$ cat src/hdl/mse_pkg.sv
// Shared types, constants and the marching-squares case table of the edge emitter.
// Used by mse_edge_gen, the top level and the port checker; no dependencies.

package mse_pkg;

  // field widths fixed by the interface
  localparam int unsigned SizeWidth  = 11;
  localparam int unsigned CoordWidth = 13;
  localparam int unsigned InDataWidth  = 8;
  localparam int unsigned OutDataWidth = 56;

  // configuration register indexes
  localparam logic CfgImageWidth  = 1'b0;
  localparam logic CfgImageHeight = 1'b1;

  typedef logic [SizeWidth-1:0]  size_t;
  typedef logic [CoordWidth-1:0] coord_t;

  // one edge, start_x in the lowest bits
  typedef struct packed {
    coord_t end_y;
    coord_t end_x;
    coord_t start_y;
    coord_t start_x;
  } edge_t;

  localparam int unsigned EdgeWidth = $bits(edge_t);

  // case entry: edge count and eight offsets in {-1, 0, 1}
  // d[0..3] = start x, start y, end x, end y of the first edge, d[4..7] of the second
  typedef struct packed {
    logic [1:0]      count;
    logic [7:0][1:0] d;
  } case_t;

  // edges produced for one cell
  typedef struct packed {
    logic [1:0] count;
    edge_t      edge0;
    edge_t      edge1;
  } cell_edges_t;

  localparam logic [1:0] Dn = 2'b11;  // -1
  localparam logic [1:0] Dz = 2'b00;  //  0
  localparam logic [1:0] Dp = 2'b01;  // +1

  // case index = LL | LR<<1 | UR<<2 | UL<<3
  function automatic case_t case_lookup(input logic [3:0] idx);
    case_t e;
    e.count = 2'd1;
    e.d     = '0;
    unique case (idx)
      4'd0, 4'd15: e.count = 2'd0;
      4'd1, 4'd14: e.d[3:0] = {Dp, Dz, Dz, Dn};
      4'd2, 4'd13: e.d[3:0] = {Dz, Dp, Dp, Dz};
      4'd3, 4'd12: e.d[3:0] = {Dz, Dp, Dz, Dn};
      4'd4, 4'd11: e.d[3:0] = {Dn, Dz, Dz, Dp};
      4'd6, 4'd9:  e.d[3:0] = {Dn, Dz, Dp, Dz};
      4'd7, 4'd8:  e.d[3:0] = {Dz, Dn, Dn, Dz};
      // saddle cases fill both edge slots
      4'd5: begin
        e.count = 2'd2;
        e.d     = {Dz, Dp, Dp, Dz, Dz, Dn, Dn, Dz};
      end
      4'd10: begin
        e.count = 2'd2;
        e.d     = {Dn, Dz, Dz, Dp, Dp, Dz, Dz, Dn};
      end
      default: e.count = 2'd0;
    endcase
    return e;
  endfunction

endpackage

$ cat src/hdl/mse_ram.sv
// Generic single-write, single-read RAM with registered read data.
// No dependencies.

module mse_ram #(
  parameter int unsigned WIDTH = 1,
  parameter int unsigned DEPTH = 1026
) (
  input  logic                     clk,
  input  logic                     we,
  input  logic [$clog2(DEPTH)-1:0] waddr,
  input  logic [WIDTH-1:0]         wdata,
  input  logic                     re,
  input  logic [$clog2(DEPTH)-1:0] raddr,
  output logic [WIDTH-1:0]         rdata
);

  logic [WIDTH-1:0] mem [DEPTH];

  // write port
  always_ff @(posedge clk) begin
    if (we) begin
      mem[waddr] <= wdata;
    end
  end

  // registered read, hold while not enabled
  always_ff @(posedge clk) begin
    if (re) begin
      rdata <= mem[raddr];
    end
  end

endmodule

$ cat src/hdl/mse_edge_gen.sv
// Case table lookup and offset of edge end points by the doubled cell position.
// Depends on mse_pkg.

module mse_edge_gen (
  input  logic [3:0]           case_idx,
  input  mse_pkg::coord_t      px,
  input  mse_pkg::coord_t      py,
  output mse_pkg::cell_edges_t edges
);

  mse_pkg::case_t entry;

  function automatic mse_pkg::coord_t add_off(input mse_pkg::coord_t base,
                                              input logic [1:0] off);
    mse_pkg::coord_t ext;
    ext = {{(mse_pkg::CoordWidth-2){off[1]}}, off};
    return base + ext;
  endfunction

  // look up the case and add offsets, two's complement wrap to 13 bits
  always_comb begin
    entry = mse_pkg::case_lookup(case_idx);
    edges.count         = entry.count;
    edges.edge0.start_x = add_off(px, entry.d[0]);
    edges.edge0.start_y = add_off(py, entry.d[1]);
    edges.edge0.end_x   = add_off(px, entry.d[2]);
    edges.edge0.end_y   = add_off(py, entry.d[3]);
    edges.edge1.start_x = add_off(px, entry.d[4]);
    edges.edge1.start_y = add_off(py, entry.d[5]);
    edges.edge1.end_x   = add_off(px, entry.d[6]);
    edges.edge1.end_y   = add_off(py, entry.d[7]);
  end

endmodule

$ cat src/hdl/marching_squares_edge_emitter_unit.sv
// An accepted pixel word goes through the input register, then the output register.
// Throughput: one pixel per cycle while the output is not stalled; a saddle cell holds the
// output register for both its edge words, so the rate is set by the single output register
// and its one-word pending slot.
// The previous row lives in a (MAX_WIDTH+2)-entry RAM with registered read, no clearing pass.
// Reset (rst, synchronous): clears counters, neighbor pixels, valids; sizes go to 1024,
// capped at the maximum. Depends on mse_pkg, mse_ram, mse_edge_gen.

module marching_squares_edge_emitter_unit #(
  parameter int unsigned MAX_WIDTH  = 1024,
  parameter int unsigned MAX_HEIGHT = 1024
) (
  input  logic                              clk,
  input  logic                              rst,
  // configuration write port
  input  logic                              cfg_we,
  input  logic                              cfg_index,
  input  mse_pkg::size_t                    cfg_data,
  // pixel stream
  input  logic                              s_tvalid,
  output logic                              s_tready,
  input  logic [mse_pkg::InDataWidth-1:0]   s_tdata,   // [0] pixel
  // edge stream
  output logic                              m_tvalid,
  input  logic                              m_tready,
  output logic [mse_pkg::OutDataWidth-1:0]  m_tdata,   // start_x, start_y, end_x, end_y
  output logic                              m_tlast,   // last_edge
  output logic                              m_tuser    // frame_done
);

  localparam int unsigned StoreDepth = MAX_WIDTH + 2;
  localparam int unsigned AddrWidth  = $clog2(StoreDepth);
  localparam logic [12:0] MaxW = 13'(MAX_WIDTH);
  localparam logic [12:0] MaxH = 13'(MAX_HEIGHT);
  localparam int unsigned ResetW = (MAX_WIDTH < 1024) ? MAX_WIDTH : 1024;
  localparam int unsigned ResetH = (MAX_HEIGHT < 1024) ? MAX_HEIGHT : 1024;

  // sizes and raster position
  mse_pkg::size_t image_width, image_height;
  mse_pkg::size_t column_count, row_count;
  logic           left_pixel, upper_left_pixel;

  // stage 1 registers
  logic                  s1_valid, s1_cell, s1_cur, s1_ll, s1_in_store, s1_frame;
  logic [AddrWidth-1:0]  s1_addr;
  mse_pkg::coord_t       s1_px, s1_py;

  // output register and pending saddle edge word
  logic                  o_valid, o_last, o_frame, pend_valid;
  mse_pkg::edge_t        o_word, pend_word;

  logic                  in_acc, s1_go, s1_retire, out_free, out_load;
  logic [11:0]           w_plus1, h_plus1;
  logic                  border, cur, row_end, frame_end, in_store;
  logic                  up, rd_up;
  mse_pkg::cell_edges_t  edges;

  // clamp a written size into 1..max
  function automatic mse_pkg::size_t clamp_size(input mse_pkg::size_t v,
                                                input logic [12:0] maxv);
    mse_pkg::size_t r;
    if (v == '0) begin
      r = mse_pkg::size_t'(1);
    end else if ({2'b00, v} > maxv) begin
      r = maxv[mse_pkg::SizeWidth-1:0];
    end else begin
      r = v;
    end
    return r;
  endfunction

  // configuration registers
  always_ff @(posedge clk) begin
    if (rst) begin
      image_width  <= mse_pkg::size_t'(ResetW);
      image_height <= mse_pkg::size_t'(ResetH);
    end else if (cfg_we) begin
      unique case (cfg_index)
        mse_pkg::CfgImageWidth:  image_width  <= clamp_size(cfg_data, MaxW);
        mse_pkg::CfgImageHeight: image_height <= clamp_size(cfg_data, MaxH);
        default: ;
      endcase
    end
  end

  // classify the incoming position
  always_comb begin
    w_plus1   = {1'b0, image_width} + 12'd1;
    h_plus1   = {1'b0, image_height} + 12'd1;
    row_end   = {1'b0, column_count} >= w_plus1;
    frame_end = row_end && ({1'b0, row_count} >= h_plus1);
    border    = (column_count == '0) || row_end ||
                (row_count == '0) || ({1'b0, row_count} >= h_plus1);
    cur       = border ? 1'b0 : s_tdata[0];
    in_store  = 32'(column_count) < 32'(StoreDepth);
  end

  // handshake between stages
  always_comb begin
    out_free  = !o_valid || (m_tready && !pend_valid);
    s1_go     = !s1_cell || (edges.count == 2'd0) || out_free;
    s1_retire = s1_valid && s1_go;
    s_tready  = !s1_valid || s1_go;
    in_acc    = s_tvalid && s_tready;
    out_load  = s1_retire && s1_cell && (edges.count != 2'd0);
  end

  // advance raster position and left neighbor on each accepted word
  always_ff @(posedge clk) begin
    if (rst) begin
      column_count <= '0;
      row_count    <= '0;
      left_pixel   <= 1'b0;
    end else if (in_acc) begin
      left_pixel <= cur;
      if (row_end) begin
        column_count <= '0;
        row_count    <= frame_end ? '0 : row_count + mse_pkg::size_t'(1);
      end else begin
        column_count <= column_count + mse_pkg::size_t'(1);
      end
    end
  end

  // previous row store
  mse_ram #(
    .WIDTH(1),
    .DEPTH(StoreDepth)
  ) u_row_ram (
    .clk  (clk),
    .we   (s1_retire && s1_in_store),
    .waddr(s1_addr),
    .wdata(s1_cur),
    .re   (in_acc),
    .raddr(AddrWidth'(column_count)),
    .rdata(rd_up)
  );

  // stage 1 valid
  always_ff @(posedge clk) begin
    if (rst) begin
      s1_valid <= 1'b0;
    end else if (s_tready) begin
      s1_valid <= s_tvalid;
    end
  end

  // stage 1 payload
  always_ff @(posedge clk) begin
    if (in_acc) begin
      s1_cell     <= (column_count != '0) && (row_count != '0);
      s1_cur      <= cur;
      s1_ll       <= left_pixel;
      s1_in_store <= in_store;
      s1_frame    <= frame_end;
      s1_addr     <= AddrWidth'(column_count);
      s1_px       <= mse_pkg::coord_t'({column_count - mse_pkg::size_t'(1), 1'b0});
      s1_py       <= mse_pkg::coord_t'({row_count - mse_pkg::size_t'(1), 1'b0});
    end
  end

  assign up = s1_in_store ? rd_up : 1'b0;

  // upper-left neighbor follows the retiring word
  always_ff @(posedge clk) begin
    if (rst) begin
      upper_left_pixel <= 1'b0;
    end else if (s1_retire) begin
      upper_left_pixel <= up;
    end
  end

  mse_edge_gen u_edge_gen (
    .case_idx({upper_left_pixel, up, s1_cur, s1_ll}),
    .px      (s1_px),
    .py      (s1_py),
    .edges   (edges)
  );

  // output register control
  always_ff @(posedge clk) begin
    if (rst) begin
      o_valid    <= 1'b0;
      pend_valid <= 1'b0;
    end else if (out_load) begin
      o_valid    <= 1'b1;
      pend_valid <= (edges.count == 2'd2);
    end else if (o_valid && m_tready) begin
      o_valid    <= pend_valid;
      pend_valid <= 1'b0;
    end
  end

  // output payload: load a cell, or move the pending saddle edge up
  always_ff @(posedge clk) begin
    if (out_load) begin
      o_word    <= edges.edge0;
      o_last    <= (edges.count != 2'd2);
      o_frame   <= s1_frame;
      pend_word <= edges.edge1;
    end else if (o_valid && m_tready && pend_valid) begin
      o_word <= pend_word;
      o_last <= 1'b1;
    end
  end

  assign m_tvalid = o_valid;
  assign m_tdata  = {{(mse_pkg::OutDataWidth-mse_pkg::EdgeWidth){1'b0}}, o_word};
  assign m_tlast  = o_last;
  assign m_tuser  = o_frame;

endmodule

$ cat config.mk
export PLATFORM = sky130hd
export DESIGN_NAME = marching_squares_edge_emitter_unit
export DESIGN_NICKNAME = d
export VERILOG_FILES = /design/src/hdl/mse_pkg.sv /design/src/hdl/mse_ram.sv /design/src/hdl/mse_edge_gen.sv /design/src/hdl/marching_squares_edge_emitter_unit.sv
export SDC_FILE = /design/constraint.sdc
export NUM_CORES = 2
export LEC_CHECK = 0
export ABC_AREA = 1
export ABC_CLOCK_PERIOD_IN_PS = 26600
export BUFFER_PORTS_ARGS = -buffer_cell sky130_fd_sc_hd__buf_4
export CAP_MARGIN = 15
export CORE_MARGIN = 4
export CORE_UTILIZATION = 35
export DETAILED_ROUTE_END_ITERATION = 7
export PLACE_DENSITY = 0.57
export REMOVE_ABC_BUFFERS = 1
export SYNTH_ARGS = -nofsm -noshare
export SYNTH_HDL_FRONTEND = slang
export SYNTH_SLANG_ARGS = --single-unit
$ cat constraint.sdc
create_clock -name clk -period 26.6 [get_ports clk]
set_input_delay 2.66 -clock clk [delete_from_list [all_inputs] [get_ports clk]]
set_output_delay 2.66 -clock clk [all_outputs]
set_load 0.1 [all_outputs]
* After elaboration in Yosys (flattened, before gate mapping) *
Memories as Yosys holds them, arrays and structs flattened. A register that Yosys moved wholly into a read port is not among the register bits.
Index checks and enable logic that the tools add are counted.

cells by class
  add/subtract/negate cells = 14
  magnitude comparators = 4
  eq/ne operators = 17
  mux-type cells = 19
  bitwise gates (word level) = 1
  reduce and logical (&&, ||, !) cells = 42

operators by type and width
  cell                                                   number
  adder 12 x 13 -> 13 bit                                8
  two-way mux 52 bit                                     2
  case mux 8 bit (6 select lines)                        1
  two-way mux 11 bit                                     4
  logical NOT 11 bit                                     3
  equality test 4 bit, second input constant             8
  adder 11 x 1 -> 12 bit, second input constant          2
  greater-or-equal comparator 11 x 12 -> 1 bit           2
  adder 11 x 1 -> 11 bit, second input constant          2
  nonzero test 11 bit                                    2
  subtractor 11 x 1 -> 11 bit, second input constant     2
  equality test 4 x 3 -> 1 bit, second input constant    4
  case mux 8 bit (2 select lines)                        1
  OR reduction 2 bit                                     6
  greater-than comparator 11 bit, second input constant  1
  less-than comparator 11 bit, second input constant     1
  logical AND 1 bit                                      10
  two-way mux 1 bit                                      10
  equality test 4 x 2 -> 1 bit, second input constant    2
  logical OR 1 bit                                       7
  AND reduction 2 bit                                    3
  nonzero test 2 bit                                     3
  OR reduction 3 bit                                     2
  equality test 4 x 1 -> 1 bit, second input constant    1
  other kinds (7)                                        10

storage, ports and cells
  register bits after elaboration = 193
  RAM bits = 1,026
  bits of input ports = 25
  logic and storage cells = 125
  memories kept = 1

memories
  name           depth  bits a word  read ports  clocked after Yosys merged registers in  wr ports  RTL line       RTL
  u_row_ram.mem  1,026  1            1           1                                        1         mse_ram.sv:17  logic [WIDTH-1:0] mem [DEPTH];

* Depth between registers and ports, before layout *
  depth after elaboration = 11
  depth in mapped cells = 23
  mapped depth without buffers = 22

* Modules after synthesis *
Synthesis repeated with hierarchy kept, for this count alone.

unflattened totals
  cells, all modules = 6,194
  area, all modules = 58,827.7 um^2

by module, submodules not included
  module                              times used  cells each  area an instance (um^2)  sequential area each (um^2)
  mse_ram                             1           4,716       46,555.9                 30,839.6
  marching_squares_edge_emitter_unit  1           849         8,592.0                  5,305.1
  mse_edge_gen                        1           629         3,679.8                  0.0

* Least setup slack after synthesis *
Ideal clock, no wire load.

  path type = reg-to-reg
  from = register s1_cur
  to = register o_word, in the netlist m_tdata[0] (enable)
  setup time = 481 ps
  arrival time = 17,073 ps
  data required time = 26,119 ps
  path slack = 9,046 ps
  cell stages (with the launch flop) = 11
  period minus slack after synthesis = 17,554 ps
  cells stage by stage = edfxtp_1 nand2_1 o22ai_1 nor2_1 nand2_1 nand2_1 inv_2 nand2_1 inv_1 a21oi_1 a21oi_1

on the way
  longest elaborated chain between the ends = 10

RTL lines
  element                                               RTL line                                   RTL
  from (decl)                                           marching_squares_edge_emitter_unit.sv:44   logic s1_valid, s1_cell, s1_cur, s1_ll, s1_in_store, s1_frame;
  from (signal assigned)                                marching_squares_edge_emitter_unit.sv:152  s1_cur <= cur;
  equality test 4 x 3 -> 1 bit (tied with other cells)  mse_pkg.sv:52                              unique case (idx)
  OR reduction 2 bit (on tied branches)                 -
  case mux 2 bit (2 select lines) (*)                   mse_pkg.sv:52
  logical NOT 2 bit                                     marching_squares_edge_emitter_unit.sv:101  s1_go = !s1_cell || (edges.count == 2'd0) || out_free;
  logical OR 1 bit (2 in series)                        marching_squares_edge_emitter_unit.sv:101
  logical AND 1 bit                                     marching_squares_edge_emitter_unit.sv:102  s1_retire = s1_valid && s1_go;
  logical AND 1 bit                                     marching_squares_edge_emitter_unit.sv:105  out_load = s1_retire && s1_cell && (edges.count != 2'd0);
  logical AND 1 bit (*)                                 marching_squares_edge_emitter_unit.sv:105
  nonzero test 2 bit (no line) (*)                      -
  to (signal assigned)                                  marching_squares_edge_emitter_unit.sv:197  o_word <= edges.edge0;
  to (signal assigned)                                  marching_squares_edge_emitter_unit.sv:202  o_word <= pend_word;
  to (decl)                                             marching_squares_edge_emitter_unit.sv:50   mse_pkg::edge_t o_word, pend_word;

Every way passes the cells marked *; elsewhere a longest branch is shown, timed or not.
A chain may end at the register's enable or synchronous reset.

* Final worst setup path *
  from = input port m_tready
  to = output port s_tready

on the way
  longest elaborated chain between the ends = 4

RTL lines
  element            RTL line                                   RTL
  from (decl)        marching_squares_edge_emitter_unit.sv:25   input logic m_tready,
  logical AND 1 bit  marching_squares_edge_emitter_unit.sv:100  out_free = !o_valid || (m_tready && !pend_valid);
  logical OR 1 bit   marching_squares_edge_emitter_unit.sv:100
  logical OR 1 bit   marching_squares_edge_emitter_unit.sv:101
  logical OR 1 bit   marching_squares_edge_emitter_unit.sv:103  s_tready = !s1_valid || s1_go;
  to (decl)          marching_squares_edge_emitter_unit.sv:21   output logic s_tready,

Every way passes these cells.

==> flow_summary.ini <==
[route]
initialDrtViolationCount = 4267
average_routed_wire_per_standard_cell_um = 19.1
tritonroute_pass_1_iters = 5
drt_wl_total_mm = 158
detail_route.drc_violations = 0
post_detailed_route_via_to_cell_ratio = 5.03
num_vias = 41600
antenna_violating_nets_post_route = 0

[synthesis]
syn_area_per_cell_um2 = 9.27
synth_most_common_cell = sky130_fd_sc_hd__nor2_1
ys_top_cells_by_count = sky130_fd_sc_hd__nor2_1, sky130_fd_sc_hd__nand2_1, sky130_fd_sc_hd__edfxtp_1, sky130_fd_sc_hd__o21ai_0, sky130_fd_sc_hd__inv_1
synth_top_cell_by_area = sky130_fd_sc_hd__edfxtp_1
ys_seq_area_frac = 0.628
synth_top_area_share = 0.611
most_instantiated_flip_flop_cell_in_the_synthesis_netlist = sky130_fd_sc_hd__edfxtp_1
synth.distinct_cells = 43
area_contributors_post_synth = sky130_fd_sc_hd__edfxtp_1, sky130_fd_sc_hd__nor2_1, sky130_fd_sc_hd__nand2_1
number_of_warning_messages_in_the_yosys_log = 0
synth-async-reset-ratio = 0
synth-edff-count = 1155
syn_inst = 6128
syn_area_um2 = 56800
synth_seq_cells = 1204

[worst_setup_path]
critical_path.endpoint_type = output pin
worstSetupPathType = in -> out
timing.reg2reg.setup_slack_ps = 20800
worst-endpoint-required_ps = 23940
timing.critical_path.fanout_max = 2
worst_ep_arrival_time_ps = 3640
critical_path.startpoint_type = primary input

[power]
power_density_nw_per_um2 = 65.5
p_leak_nw = 22.8
max-vdd-ir-drop_mv = 0.0380
total_power_w = 0.00416

[sta]
worst_hold_slack_ps = 427
finalClockSkew_ps = 29.9
final-setup-viol-count = 0
finalMaxSlewViolations = 0
final_min_period_over_clock_period = 0.237
setup_total_negative_slack_ps = 0
grt_setup_unrepaired = false
slew_headroom = 0.174
worst_pin_slew_ps = 1240
worst_case_setup_margin_in_the_final_layout_ps = 20300
max_freq_mhz = 159
final_hold_viol_count = 0
period_needed_ps = 6300

[die]
fp.dieArea_um2 = 169000
start_util = 0.353
core_region_area_um2 = 161000
design.portCount = 85
placementRows = 147
die_h_um = 411
die_width_um = 411

[clock_network]
clock_insertion_delay_worst_skew_ps = 780
numCtsBuffers = 134
htree_num_levels = 4
cts_root_buffer = sky130_fd_sc_hd__clkbuf_16
clock_transition_time_at_the_flip_flop_clock_pins_of_the_worst_setup_and_hold_paths_ps = 60
cts-resized-gates = 0
cts.hold.buffers_added = 0
tritoncts = yes
ctsLongestPathBuffers = 3
postCtsSetupRepairBufs = 0
tritoncts_num_sinks = 1204

[global_routing]
grt_max_degree = 265
grt_pass1_vias = 38900
global_route_wire_length_before_repair_mm = 237
overall_track_demand_over_capacity_in_global_routing = 0.183
grt_antenna_before_repair = 1
globalRoute.totalOverflow = 0

[outcome]
outcome = complete, no violations

[placement]
gp_congestion = 0.810
dp_wirelength_mm = 82.4
place_worst_setup_slack_ps = 20280
place.port_buffers = 73

[job]
timing.max_cap.violations = 0

[layout]
antenna_cells = 0
synthToLayoutAreaGrowth_pct = 11.8
finish.net_count = 6115
utilization = 0.395
drive_above_1_share = 0.0668

[hold_path]
hold_class = reg -> reg
==> worst max-delay path, cell delays in order <==
cell and delay [ps]:
sky130_fd_sc_hd__buf_4 110, sky130_fd_sc_hd__a21boi_0 220, sky130_fd_sc_hd__nand2_1 100, sky130_fd_sc_hd__nor2_1 210, sky130_fd_sc_hd__inv_1 90, sky130_fd_sc_hd__buf_4 240
==> state kept, by name, indices dropped and copies added, names as in the netlist, 11 cells and up <==
name / count
image_height: 11
pend_word: 36
image_width: 11
s1_py: 11
s1_addr: 11
column_count: 11
m_tdata: 52
s1_px: 11
row_count: 11
u_row_ram.mem: 1026
==> metal layers <==
metal,global-route usage,share of wire,vias up,routed length [µm]
met4,0.0617,0.033,2,5140
met5,0,0.000082,-,13
li1,-,-,19800,-
met1,0.246,0.43,20200,67900
met2,0.302,0.47,1351,73700
met3,0.0308,0.072,287,11300
==> per-stage QoR <==
stage | instance area (µm²) | std cells
3_5_place_dp | 59100 | 8020
6_report | 63500 | 8271
2_1_floorplan | 55000 | 5707
3_3_place_gp | 59000 | 8019
5_1_grt | 63500 | 8271
4_1_cts | 63100 | 8256
==> cell families (layout without fill, tap and decap cells) <==
| kind of cell | count (synthesis) | after routing | share of synthesized area |
|---|---|---|---|
| simple gates | 3368 | 3368 | 0.229 |
| compound gates | 665 | 665 | 0.0605 |
| buf+inv | 729 | 709 | 0.0525 |
| fa+ha+maj | 79 | 79 | 0.0179 |
| other cells | 1 | 4 | 0.0000660 |
| xor+xnor | 82 | 82 | 0.0126 |
| flops | 1204 | 1204 | 0.628 |
==> final timing paths <==
check | from | to | cells past startpoint
hold reg to reg | left_pixel$_SDFFE_PP0P_ | s1_ll$_DFFE_PP_ | 0
setup reg to reg | column_count[0]$_SDFFE_PP0P_ | u_row_ram.rdata$_DFFE_PP_ | 19
hold / removal | left_pixel$_SDFFE_PP0P_ | s1_ll$_DFFE_PP_ | 0
setup / recovery | m_tready | s_tready | 6
==> report_power, final <==
part           internal, W  leakage [nW]  switching [W]  total [W]
logic            0.0000908          9.95       0.000224   0.000315
clock network     0.000999          1.98       0.000758    0.00176
registers          0.00208          10.9      0.0000118    0.00209
total              0.00317          22.8       0.000995    0.00416
==> final cells by class <==
class | instances | area [µm²]
Multi-Input combinational cell | 4198 | 18300
Clock inverter | 65 | 483
Clock buffer | 171 | 3580
Inverter | 305 | 1160
Fill cell | 15900 | 97400
Sequential cell | 1204 | 35700
Timing Repair Buffer | 168 | 1600
Tap cell | 2160 | 2700
==> cells in the final DEF (no fill, tap or decap), types with 47 or more instances in the layout <==
cell / n
sky130_fd_sc_hd__nor2_1: 1851
sky130_fd_sc_hd__nand2_1: 1283
sky130_fd_sc_hd__edfxtp_1: 1155
sky130_fd_sc_hd__o21ai_0: 493
sky130_fd_sc_hd__inv_1: 298
sky130_fd_sc_hd__buf_4: 149
sky130_fd_sc_hd__clkbuf_16: 138
sky130_fd_sc_hd__nand3_1: 114
sky130_fd_sc_hd__a21oi_1: 78
sky130_fd_sc_hd__ha_1: 75
sky130_fd_sc_hd__xor2_1: 70
sky130_fd_sc_hd__dfxtp_1: 47
Power figures use the tool's default switching activity.
